--- config.mk ---
export PLATFORM = sky130hd
export DESIGN_NAME = modbus_rtu_response_receiver
export DESIGN_NICKNAME = d
export VERILOG_FILES = /design/src/mbrx_pkg.sv /design/src/mbrx_framer.sv /design/src/modbus_rtu_response_receiver.sv
export SDC_FILE = /design/constraint.sdc
export NUM_CORES = 1
export LEC_CHECK = 0
export BUFFER_PORTS_ARGS = -buffer_cell sky130_fd_sc_hd__buf_2
export CAP_MARGIN = 40
export CORE_MARGIN = 2
export CORE_UTILIZATION = 40
export DETAILED_ROUTE_END_ITERATION = 16
export PLACE_DENSITY = 0.67
export SYNTH_ARGS = -nofsm -noshare
export SYNTH_HDL_FRONTEND = slang
export SYNTH_SLANG_ARGS = --single-unit
--- constraint.sdc ---
create_clock -name clk -period 4.8 [get_ports clk]
set_input_delay 0.48 -clock clk [delete_from_list [all_inputs] [get_ports clk]]
set_output_delay 0.48 -clock clk [all_outputs]
set_load 0.01 [all_outputs]
--- src/mbrx_pkg.sv ---
`timescale 1ns / 1ps
`default_nettype none

package mbrx_pkg;

	localparam int unsigned BYTE_W   = 8;
	localparam int unsigned POS_W    = 9;
	localparam int unsigned CRC_W    = 16;
	localparam int unsigned STATUS_W = 3;

	localparam logic [CRC_W-1:0] CRC_INIT = 16'hFFFF;
	localparam logic [CRC_W-1:0] CRC_POLY = 16'hA001;

	localparam logic [POS_W-1:0] HEADER_LEN = 9'd3;

	// Byte positions inside a reply frame.
	localparam logic [POS_W-1:0] POS_CODE  = 9'd1;
	localparam logic [POS_W-1:0] POS_THIRD = 9'd2;

	// Function codes that have a known reply layout.
	localparam logic [BYTE_W-1:0] FC_READ_COILS      = 8'd1;
	localparam logic [BYTE_W-1:0] FC_READ_INPUTS     = 8'd2;
	localparam logic [BYTE_W-1:0] FC_READ_HOLDING    = 8'd3;
	localparam logic [BYTE_W-1:0] FC_READ_INPUT_REGS = 8'd4;
	localparam logic [BYTE_W-1:0] FC_WRITE_COIL      = 8'd5;
	localparam logic [BYTE_W-1:0] FC_WRITE_REG       = 8'd6;
	localparam logic [BYTE_W-1:0] FC_WRITE_COILS     = 8'd15;
	localparam logic [BYTE_W-1:0] FC_WRITE_REGS      = 8'd16;

	localparam logic [STATUS_W-1:0] ST_PROGRESS    = 3'd0;
	localparam logic [STATUS_W-1:0] ST_OK          = 3'd1;
	localparam logic [STATUS_W-1:0] ST_EXCEPTION   = 3'd2;
	localparam logic [STATUS_W-1:0] ST_CRC_ERR     = 3'd3;
	localparam logic [STATUS_W-1:0] ST_UNSUPPORTED = 3'd4;

	// Stream word layout of a result beat, lowest bit first.
	localparam int unsigned OUT_DATA_LSB   = 0;
	localparam int unsigned OUT_STATUS_LSB = OUT_DATA_LSB + BYTE_W;
	localparam int unsigned OUT_CODE_LSB   = OUT_STATUS_LSB + STATUS_W;
	localparam int unsigned OUT_FIELDS_W   = OUT_CODE_LSB + BYTE_W;
	localparam int unsigned OUT_TDATA_W    = ((OUT_FIELDS_W + 7) / 8) * 8;

	typedef logic [CRC_W-1:0] crc_table_t [256];

	typedef struct packed {
		logic [BYTE_W-1:0]   data_byte;
		logic                data_valid;
		logic                frame_done;
		logic [STATUS_W-1:0] frame_status;
		logic [BYTE_W-1:0]   function_code;
	} result_t;

	function automatic crc_table_t build_crc_table();
		crc_table_t t;
		logic [CRC_W-1:0] c;
		for (int i = 0; i < 256; i++) begin
			c = CRC_W'(i);
			for (int k = 0; k < 8; k++) begin
				c = c[0] ? ((c >> 1) ^ CRC_POLY) : (c >> 1);
			end
			t[i] = c;
		end
		return t;
	endfunction

	localparam crc_table_t CRC_TABLE = build_crc_table();

	// Reflected CRC-16, one byte per lookup.
	function automatic logic [CRC_W-1:0] crc_step(input logic [CRC_W-1:0] crc,
		input logic [BYTE_W-1:0] b);
		logic [BYTE_W-1:0] idx;
		idx = crc[BYTE_W-1:0] ^ b;
		return (crc >> 8) ^ CRC_TABLE[idx];
	endfunction

	// Total frame length in bytes, known once the third byte is in.
	function automatic logic [POS_W-1:0] total_length(input logic [BYTE_W-1:0] code,
		input logic [BYTE_W-1:0] third);
		logic [POS_W-1:0] len;
		if (code[BYTE_W-1]) begin
			len = HEADER_LEN + 9'd2;
		end else begin
			unique case (code)
				FC_READ_COILS, FC_READ_INPUTS, FC_READ_HOLDING, FC_READ_INPUT_REGS: begin
					len = HEADER_LEN + 9'd2 + {1'b0, third};
				end
				FC_WRITE_COIL, FC_WRITE_REG, FC_WRITE_COILS, FC_WRITE_REGS: begin
					len = HEADER_LEN + 9'd5;
				end
				default: begin
					len = HEADER_LEN;
				end
			endcase
		end
		return len;
	endfunction

endpackage

`default_nettype wire

--- src/mbrx_framer.sv ---
`timescale 1ns / 1ps
`default_nettype none

module mbrx_framer (
	input  wire logic                        clk,
	input  wire logic                        arst_n,
	input  wire logic                        accept,
	input  wire logic [mbrx_pkg::BYTE_W-1:0] rx_byte,
	input  wire logic                        frame_start,
	output mbrx_pkg::result_t                result
);

	logic [mbrx_pkg::CRC_W-1:0]  crc_q;
	logic [mbrx_pkg::POS_W-1:0]  pos_q;
	logic [mbrx_pkg::POS_W-1:0]  len_q;
	logic [mbrx_pkg::BYTE_W-1:0] code_q;
	logic                        active_q;

	logic                        active;
	logic [mbrx_pkg::CRC_W-1:0]  crc_cur;
	logic [mbrx_pkg::POS_W-1:0]  pos_cur;
	logic [mbrx_pkg::POS_W-1:0]  len_cur;
	logic [mbrx_pkg::BYTE_W-1:0] code_cur;
	logic [mbrx_pkg::CRC_W-1:0]  crc_next;
	logic [mbrx_pkg::BYTE_W-1:0] code_next;
	logic [mbrx_pkg::POS_W-1:0]  len_next;
	logic [mbrx_pkg::POS_W:0]    pos_plus1;
	logic [mbrx_pkg::POS_W:0]    pos_plus2;
	logic                        done;
	logic                        payload;
	logic [mbrx_pkg::STATUS_W-1:0] status;

	// A start beat restarts the frame before its byte is taken as the address.
	assign active   = frame_start | active_q;
	assign crc_cur  = frame_start ? mbrx_pkg::CRC_INIT : crc_q;
	assign pos_cur  = frame_start ? '0 : pos_q;
	assign len_cur  = frame_start ? '0 : len_q;
	assign code_cur = frame_start ? '0 : code_q;

	assign crc_next  = mbrx_pkg::crc_step(crc_cur, rx_byte);
	assign pos_plus1 = {1'b0, pos_cur} + 10'd1;
	assign pos_plus2 = {1'b0, pos_cur} + 10'd2;

	always_comb begin
		code_next = code_cur;
		len_next  = len_cur;
		done      = 1'b0;
		payload   = 1'b0;
		status    = mbrx_pkg::ST_PROGRESS;
		if (active) begin
			if (pos_cur == mbrx_pkg::POS_CODE) begin
				code_next = rx_byte;
			end
			if (pos_cur == mbrx_pkg::POS_THIRD) begin
				len_next = mbrx_pkg::total_length(code_cur, rx_byte);
				if (len_next == mbrx_pkg::HEADER_LEN) begin
					done   = 1'b1;
					status = mbrx_pkg::ST_UNSUPPORTED;
				end
			end else if (pos_cur > mbrx_pkg::POS_THIRD) begin
				payload = pos_plus2 < {1'b0, len_cur};
				if (pos_plus1 >= {1'b0, len_cur}) begin
					done = 1'b1;
					priority if (crc_next != '0) begin
						status = mbrx_pkg::ST_CRC_ERR;
					end else if (code_cur[mbrx_pkg::BYTE_W-1]) begin
						status = mbrx_pkg::ST_EXCEPTION;
					end else begin
						status = mbrx_pkg::ST_OK;
					end
				end
			end
		end
	end

	always_comb begin
		result.data_byte     = payload ? rx_byte : '0;
		result.data_valid    = payload;
		result.frame_done    = done;
		result.frame_status  = status;
		result.function_code = code_next;
	end

	always_ff @(posedge clk or negedge arst_n) begin
		if (!arst_n) begin
			crc_q    <= mbrx_pkg::CRC_INIT;
			pos_q    <= '0;
			len_q    <= '0;
			code_q   <= '0;
			active_q <= 1'b0;
		end else if (accept && active) begin
			crc_q    <= crc_next;
			pos_q    <= pos_plus1[mbrx_pkg::POS_W-1:0];
			len_q    <= len_next;
			code_q   <= code_next;
			active_q <= !done;
		end
	end

endmodule

`default_nettype wire

--- src/modbus_rtu_response_receiver.sv ---
`timescale 1ns / 1ps
`default_nettype none

// Modbus RTU reply receiver. The slave side takes one received reply byte per
// beat in s_tdata, with s_tuser high on the first byte of a new reply; a start
// beat abandons any partial frame. For every accepted byte exactly one beat
// leaves on the master side: the payload byte (zero when not payload), the
// frame status and the held function code in m_tdata, the payload flag in
// m_tuser, and m_tlast on the last byte of a frame. Status is nonzero only on
// that last beat: ok, exception reply, CRC error or unsupported code.
// Bytes outside a frame are answered with a beat that carries only the held
// function code.
// The result of a byte sits in the output register in the cycle after it is
// accepted. Throughput is one byte per cycle, set by the single output
// register, which refills in the cycle it is drained, and by the one-lookup
// CRC step. While m_tready is low and a result is held, s_tready drops and
// the framing state stands still. Reset empties the output register and
// returns the framer to idle with the CRC at its start value.
module modbus_rtu_response_receiver (
	input  wire logic                                 clk,
	input  wire logic                                 arst_n,
	input  wire logic                                 s_tvalid,
	output      logic                                 s_tready,
	input  wire logic [mbrx_pkg::BYTE_W-1:0]          s_tdata,  // [7:0] rx_byte
	input  wire logic                                 s_tuser,  // [0] frame_start
	output      logic                                 m_tvalid,
	input  wire logic                                 m_tready,
	// [7:0] data_byte, [10:8] frame_status, [18:11] function_code, rest zero
	output      logic [mbrx_pkg::OUT_TDATA_W-1:0]     m_tdata,
	output      logic                                 m_tuser,  // [0] data_valid
	output      logic                                 m_tlast   // frame_done
);

	logic              accept;
	mbrx_pkg::result_t result;
	mbrx_pkg::result_t out_q;
	logic              out_valid_q;

	assign s_tready = !out_valid_q || m_tready;
	assign accept   = s_tvalid && s_tready;

	mbrx_framer u_framer (
		.clk         (clk),
		.arst_n      (arst_n),
		.accept      (accept),
		.rx_byte     (s_tdata),
		.frame_start (s_tuser),
		.result      (result)
	);

	always_ff @(posedge clk or negedge arst_n) begin
		if (!arst_n) begin
			out_valid_q <= 1'b0;
		end else if (s_tready) begin
			out_valid_q <= s_tvalid;
		end
	end

	always_ff @(posedge clk) begin
		if (accept) begin
			out_q <= result;
		end
	end

	assign m_tvalid = out_valid_q;
	assign m_tuser  = out_q.data_valid;
	assign m_tlast  = out_q.frame_done;
	assign m_tdata  = mbrx_pkg::OUT_TDATA_W'({out_q.function_code, out_q.frame_status,
		out_q.data_byte});

	// A finished frame is the only place a status shows.
	a_status_on_last: assert property (@(posedge clk) disable iff (!arst_n)
		m_tvalid && (m_tdata[10:8] != mbrx_pkg::ST_PROGRESS) |-> m_tlast)
		else $error("frame status set on a beat that does not end a frame");

	// Payload never coincides with the end of a frame.
	a_payload_not_last: assert property (@(posedge clk) disable iff (!arst_n)
		m_tvalid && m_tuser |-> !m_tlast)
		else $error("payload beat marked as last byte");

	a_status_range: assert property (@(posedge clk) disable iff (!arst_n)
		m_tvalid |-> m_tdata[10:8] <= mbrx_pkg::ST_UNSUPPORTED)
		else $error("frame status out of range");

	// A held result must block new bytes until it is taken.
	a_stall_blocks: assert property (@(posedge clk) disable iff (!arst_n)
		m_tvalid && !m_tready |-> !s_tready)
		else $error("byte accepted while output beat is stalled");

endmodule

`default_nettype wire

[Yosys cells after proc, flatten, opt, wreduce, memory -nomap -nowiden]
Memory sizes are Yosys's and may differ from the RTL's.
Cells that the tools add are included.
Widths: inputs -> output; s select.
Cells by class
  add/subtract/negate cells: 3
  $lt $le $gt $ge: 4
  equality and inequality tests: 11
  multiplexer cells: 28
  bitwise logic cells: 4
  reductions and logical operators: 8
Operators by type and width (count)
  $mux 9: 7
  $mux 16: 3
  $eq 8x3->1 const B: 3
  $mux 8: 3
  $eq 9x2->1 const B: 2
  $pmux 9 s2: 1
  $eq 8x2->1 const B: 2
  $reduce_bool 16->1: 1
  $xor 8x16->16: 1
  $mux 3: 5
  $add 9x1->10 const B: 1
  $add 9x2->10 const B: 1
  $ge 10x9->1: 1
  $lt 10x9->1: 1
  $add 3x8->9 const A: 1
  $eq 9x1->1 const B: 1
  $ge 9x9->1 const B: 1
  $gt 9x2->1 const B: 1
  $not 8->9: 1
  $eq 8x1->1 const B: 1
  $eq 8x4->1 const B: 1
  $eq 8x5->1 const B: 1
  $mux 1: 8
  $reduce_or 4->1: 2
  6 further kinds: 8
Word-level totals
  register bits: 65
  ROM bits: 4096
  input port bits: 13
  memories kept: 1
Memory list
  (no name shown): depth 256, bits a word 16, read ports 1, clocked after Yosys merged registers in 0, wr ports 0, line mbrx_pkg.sv:73  | return (crc >> 8) ^ CRC_TABLE[idx];

[Depth between registers and ports, before layout]
  depth after elaboration: 12
  mapped depth: 17
  mapped depth without buffers: 13

[Modules after synthesis]
Synthesis repeated with hierarchy kept, for this count alone.
Unflattened totals
  cell total of the unflattened synthesis: 459
  area, all modules: 4305.4 µm²
Modules (own cells, without submodules)
  mbrx_framer: times used 1, cells each 428, area each 3579.7 µm², sequential area each 1096.1 µm²
  modbus_rtu_response_receiver: times used 1, cells each 31, area each 725.7 µm², sequential area each 655.6 µm²

[Worst setup path after synthesis]
Ideal clock, no wire load.
  path type: input to register
  start point: input port s_tuser
  end point: register out_q (netlist bit m_tdata[1]), data pin
  library setup time: 160 ps
  arrival: 3293 ps
  slack: 1346 ps
  cell stages on the path: 15
  path buffers: 5
  cells stage by stage: buf_2 buf_2 buf_1 clkbuf_1 nor2b_1 ha_1 nand4b_1 nor2_1 xor2_1 ha_1 a21oi_1 nor2b_1 or4_1 clkbuf_1 nor3b_1
Between the ends
  cells in the longest elaborated chain, start to end: 6
  elaborated cells on any way between the ends: 10
  classes of those cells: add/sub (1); order compare (2); eq/ne (1); mux (5); bitwise (1)
Ends and longest elaborated chain
  start, declared: line modbus_rtu_response_receiver.sv:25  | input wire logic s_tuser,
  $mux 9: line mbrx_framer.sv:36  | assign pos_cur = frame_start ? '0 : pos_q;
  $add 9x2->10: line mbrx_framer.sv:42  | assign pos_plus2 = {1'b0, pos_cur} + 10'd2;
  $lt 10x9->1: line mbrx_framer.sv:61  | payload = pos_plus2 < {1'b0, len_cur};
  $mux 1: line mbrx_framer.sv:60  | end else if (pos_cur > mbrx_pkg::POS_THIRD) begin
  $mux 1: line mbrx_framer.sv:54  | if (pos_cur == mbrx_pkg::POS_THIRD) begin
  $mux 1 (*): line mbrx_framer.sv:50  | if (active) begin
  end signal, assigned: line modbus_rtu_response_receiver.sv:61  | out_q <= result;
  end, declared: line modbus_rtu_response_receiver.sv:36  | mbrx_pkg::result_t out_q;
Mark *: on every way between the ends. The rest lies on a longest branch, timed or not.
A chain may end at the register's enable or synchronous reset.

[Worst setup path in the final report]
  start point: input port s_tuser
  end point: register out_q (netlist bit m_tdata[7]), data pin
Same word-level chain as after synthesis.

==> summary.txt <==
Run status
  – Status: finished clean

Worst hold path
  – Hold Path Class: input port to asynchronous set/reset pin

Global route
  – GR Util All Layers: 0.171
  – Largest net degree at the start of global routing: 32
  – Via count of the first global-routing pass: 3020
  – First-pass GRT wire length: 15000 microns
  – Number of antenna violations at the first check in global routing: 0
  – Total congestion overflow: 0

Clock network
  – Number of buffers inserted by hold repair at cts: 0
  – CTS sink cnt: 65
  – H-tree lvl count: 3
  – Clock insertion delay at the later pin of the skew report: 0.35 ns
  – Number of gates resized after CTS: 0
  – Clock root buffer: sky130_fd_sc_hd__clkbuf_8
  – Buffer depth of the longest clock path: 2
  – Clock-pin slew on the worst setup and hold paths: 0.08 ns
  – Total clock buffers created by CTS: 9
  – Post-CTS Setup Repair Bufs: 0
  – CTS tree: done

Worst setup path
  – End of the worst register-to-register path: m_tdata[7]
  – Class of the most critical setup path: input port to flop
  – Reg2Reg Launch Point: u_framer.pos_q[2]
  – Dominant delay contributor by cell family on the critical path: simple AND/OR/NAND/NOR gates
  – R2r worst-path depth: 10
  – Required time of the worst setup path: 4.98 ns
  – Cell with the biggest individual delay on the critical path: sky130_fd_sc_hd__or4_1
  – Worst-path cell chain: buf_2 > nor2b_1 > ha_1 > nand4b_1 > nor2_1 > xor2_1 > ha_1 > a21oi_1 > nor2b_1 > or4_1 > nor3b_1
  – Startpoint types: input port
  – Sum of buffers and inverters on the critical path: 1
  – Highest fanout seen on the critical path: 31
  – Crit path arrival time: 3.28 ns
  – Maximum single-stage delay on the critical path: 0.57 ns
  – Type of destination of the critical path: flop
  – Setup slack on the worst flop-to-flop path: 1.75 ns

Timing
  – Final setup fails: 0
  – Achievable Freq: 322 MHz
  – Crit share post-route: 0.647
  – Fin Hold WS: 0.0322 ns
  – Worst-margin pin slew: 0.894 ns
  – Final period demand of the worst path: 3.10 ns
  – Final Max Slew Viols: 0
  – Worst slew slack as a fraction of its limit: 0.402
  – Largest clock skew in the final design: 0.00959 ns
  – Hold violation count in the final report: 0
  – RSZ-0062 raised after global routing: false
  – Sum of negative setup slack: 0 ns

Place
  – Post-DP HPWL: 6550 microns
  – Gpl congestion: 0.833
  – Placed Instances: 569
  – Port Buffer Count: 35
  – Placed inst area: 0.00443 sq mm

Yosys
  – Synth Area per Inst: 9.92 sq um
  – Count of flip-flops with a built-in enable after synthesis: 21
  – Cell area after synthesis: 0.00412 sq mm
  – Most instantiated flip-flop cell in the synthesis netlist: sky130_fd_sc_hd__dfrtp_1
  – Warning count from the yosys run: 0
  – Post-synthesis cell count: 415
  – Flip-flop and latch count after synthesis: 65
  – Area share of the leading cell type in the synthesized netlist: 0.170
  – Synth area leader: sky130_fd_sc_hd__dfrtp_1
  – Number of distinct library cells after synthesis: 61
  – Async S/R FF share, synth: 0.677
  – Share of synthesized area occupied by flip-flops and latches: 0.425
  – Top area cells in the synthesized netlist: sky130_fd_sc_hd__dfrtp_1 17%, sky130_fd_sc_hd__edfxtp_1 15%, sky130_fd_sc_hd__dfstp_2 10%, sky130_fd_sc_hd__xnor2_1 7.4%, sky130_fd_sc_hd__ha_1 7.3%

Drt
  – Via count: 3094
  – Iter 0 DRT Violations: 135
  – Total Routed Length: 9120 microns
  – Drt pass-1 iters: 6
  – Vias per cell: 5.29
  – Remaining antenna violation count after routing: 0
  – DRC Markers: 0
  – Post-detailed-route wirelength per cell: 15.6 microns

Floorplanning
  – Area of the core: 0.0101 sq mm
  – Die Footprint: 0.0111 sq mm
  – Die outline height: 105 microns
  – Site row count: 37
  – Initial core utilization: 0.406
  – Width of the chip: 105 microns
  – Ports placed on the boundary: 41

Power and ir drop
  – VDD IR max: 0.000234 V
  – Ratio of total power to cell area: 480 mW/mm^2
  – Static Leakage: 1.93 nW
  – Total chip power: 2.24 mW

Final layout
  – Area delta synth->final: 13.5%
  – Number of antenna diodes: 0
  – Fillers: 951
  – Fraction of layout instances using a drive strength above 1: 0.229
  – Layout Cells excl Fill: 585
  – Final Cell Area: 0.00467 sq mm
  – Final #Nets: 481

Flow run
  – Max-capacitance violation count: 0
## metrics by stage
stage	util	setup slack [ns]
3_5_place_dp	0.437	1.34
6_report	0.461	1.70
4_1_cts	0.461	1.70
2_1_floorplan	-	1.35
5_1_grt	0.461	1.39
3_3_place_gp	0.432	1.49
## synthesized netlist by cell type (all sizes together), types with 3 or more instances
library cell	instances
nand2	53
o22ai	3
nor4	7
or3	4
nand2b	4
nor2	37
nand4	4
buf	17
xor2	10
o21ai	38
dfstp	16
edfxtp	21
ha	24
dfrtp	28
nor3b	8
xnor2	35
nor2b	11
mux2	20
nand3	5
inv	8
a21oi	11
o21a	7
clkbuf	9
nor3	5
## power by group
group	leakage, nW	switching, mW	internal [mW]	total, mW
Sequential	0.752	0.121	0.761	0.881
Combinational	1.05	0.415	0.373	0.788
Clock	0.121	0.225	0.348	0.573
## cell type report
type                            instances  area, sq um  share of cell area
Multi-Input combinational cell        320         2230               0.478
Clock inverter                          6          116              0.0249
Sequential cell                        65         1750               0.375
Tap cell                              136          170              0.0364
Clock buffer                           10          128              0.0273
Timing Repair Buffer                   40          245              0.0525
Inverter                                8         30.0             0.00643
## cells by family (layout without fill, tap and decap cells)
family | count (synthesis) | after routing | synth area share
adder cells (fa/ha/maj) | 24 | 24 | 0.0729
other | 1 | 5 | 0.000911
AO/OA/AOI/OAI | 80 | 80 | 0.131
buffers and inverters | 34 | 64 | 0.0389
flip-flops | 65 | 65 | 0.425
XOR/XNOR | 47 | 47 | 0.107
multiplexers | 20 | 20 | 0.0547
AND/OR/NAND/NOR | 144 | 144 | 0.170
## layer usage
layer,global-route usage,wire [microns],up-vias,share of wire
met3,0.0322,311,20,0.034
met5,0,0,-,0
met1,0.221,4140,1503,0.45
met2,0.285,4500,67,0.49
li1,-,-,1504,-
met4,0.0610,170,0,0.019
## registers in the layout, indices dropped and copies added (netlist names)
name	flops
m_tdata	19
u_framer.crc_q	16
u_framer.len_q	9
u_framer.pos_q	9
u_framer.code_q	8
m_tlast	1
m_tuser	1
m_tvalid	1
u_framer.active_q	1
## how the worst max path moves through the flow
stage,start,to,cells past startpoint
CTS,s_tuser,m_tdata[7],11
floorplan,s_tuser,m_tdata[1],15
detailed placement,s_tuser,m_tdata[7],11
global placement,s_tuser,m_tdata[3],11
global route,s_tuser,m_tdata[7],11
finish,s_tuser,m_tdata[7],11
## layout by cell type (no fill, tap or decap), types with 2 or more instances in the layout
cell                         n
sky130_fd_sc_hd__nand2_1    53
sky130_fd_sc_hd__nor2_1     37
sky130_fd_sc_hd__xnor2_1    35
sky130_fd_sc_hd__buf_2      35
sky130_fd_sc_hd__o21ai_0    29
sky130_fd_sc_hd__dfrtp_1    28
sky130_fd_sc_hd__ha_1       24
sky130_fd_sc_hd__edfxtp_1   21
sky130_fd_sc_hd__mux2_2     20
sky130_fd_sc_hd__dfstp_2    16
sky130_fd_sc_hd__a21oi_1    11
sky130_fd_sc_hd__nor2b_1    11
sky130_fd_sc_hd__xor2_1     10
sky130_fd_sc_hd__clkbuf_8    9
sky130_fd_sc_hd__inv_1       8
sky130_fd_sc_hd__o21ai_1     7
sky130_fd_sc_hd__o21a_1      7
sky130_fd_sc_hd__nor3b_1     7
sky130_fd_sc_hd__nor4_1      6
sky130_fd_sc_hd__nand3_1     5
sky130_fd_sc_hd__nor3_1      5
sky130_fd_sc_hd__conb_1      5
sky130_fd_sc_hd__nand4_1     4
sky130_fd_sc_hd__or3_1       3
sky130_fd_sc_hd__nand2b_1    3
sky130_fd_sc_hd__bufinv_16   3
sky130_fd_sc_hd__clkinv_4    3
sky130_fd_sc_hd__buf_4       3
sky130_fd_sc_hd__o22ai_1     2
sky130_fd_sc_hd__xnor3_1     2
sky130_fd_sc_hd__o31ai_1     2
Note: power is estimated with default switching activity, not from simulation.
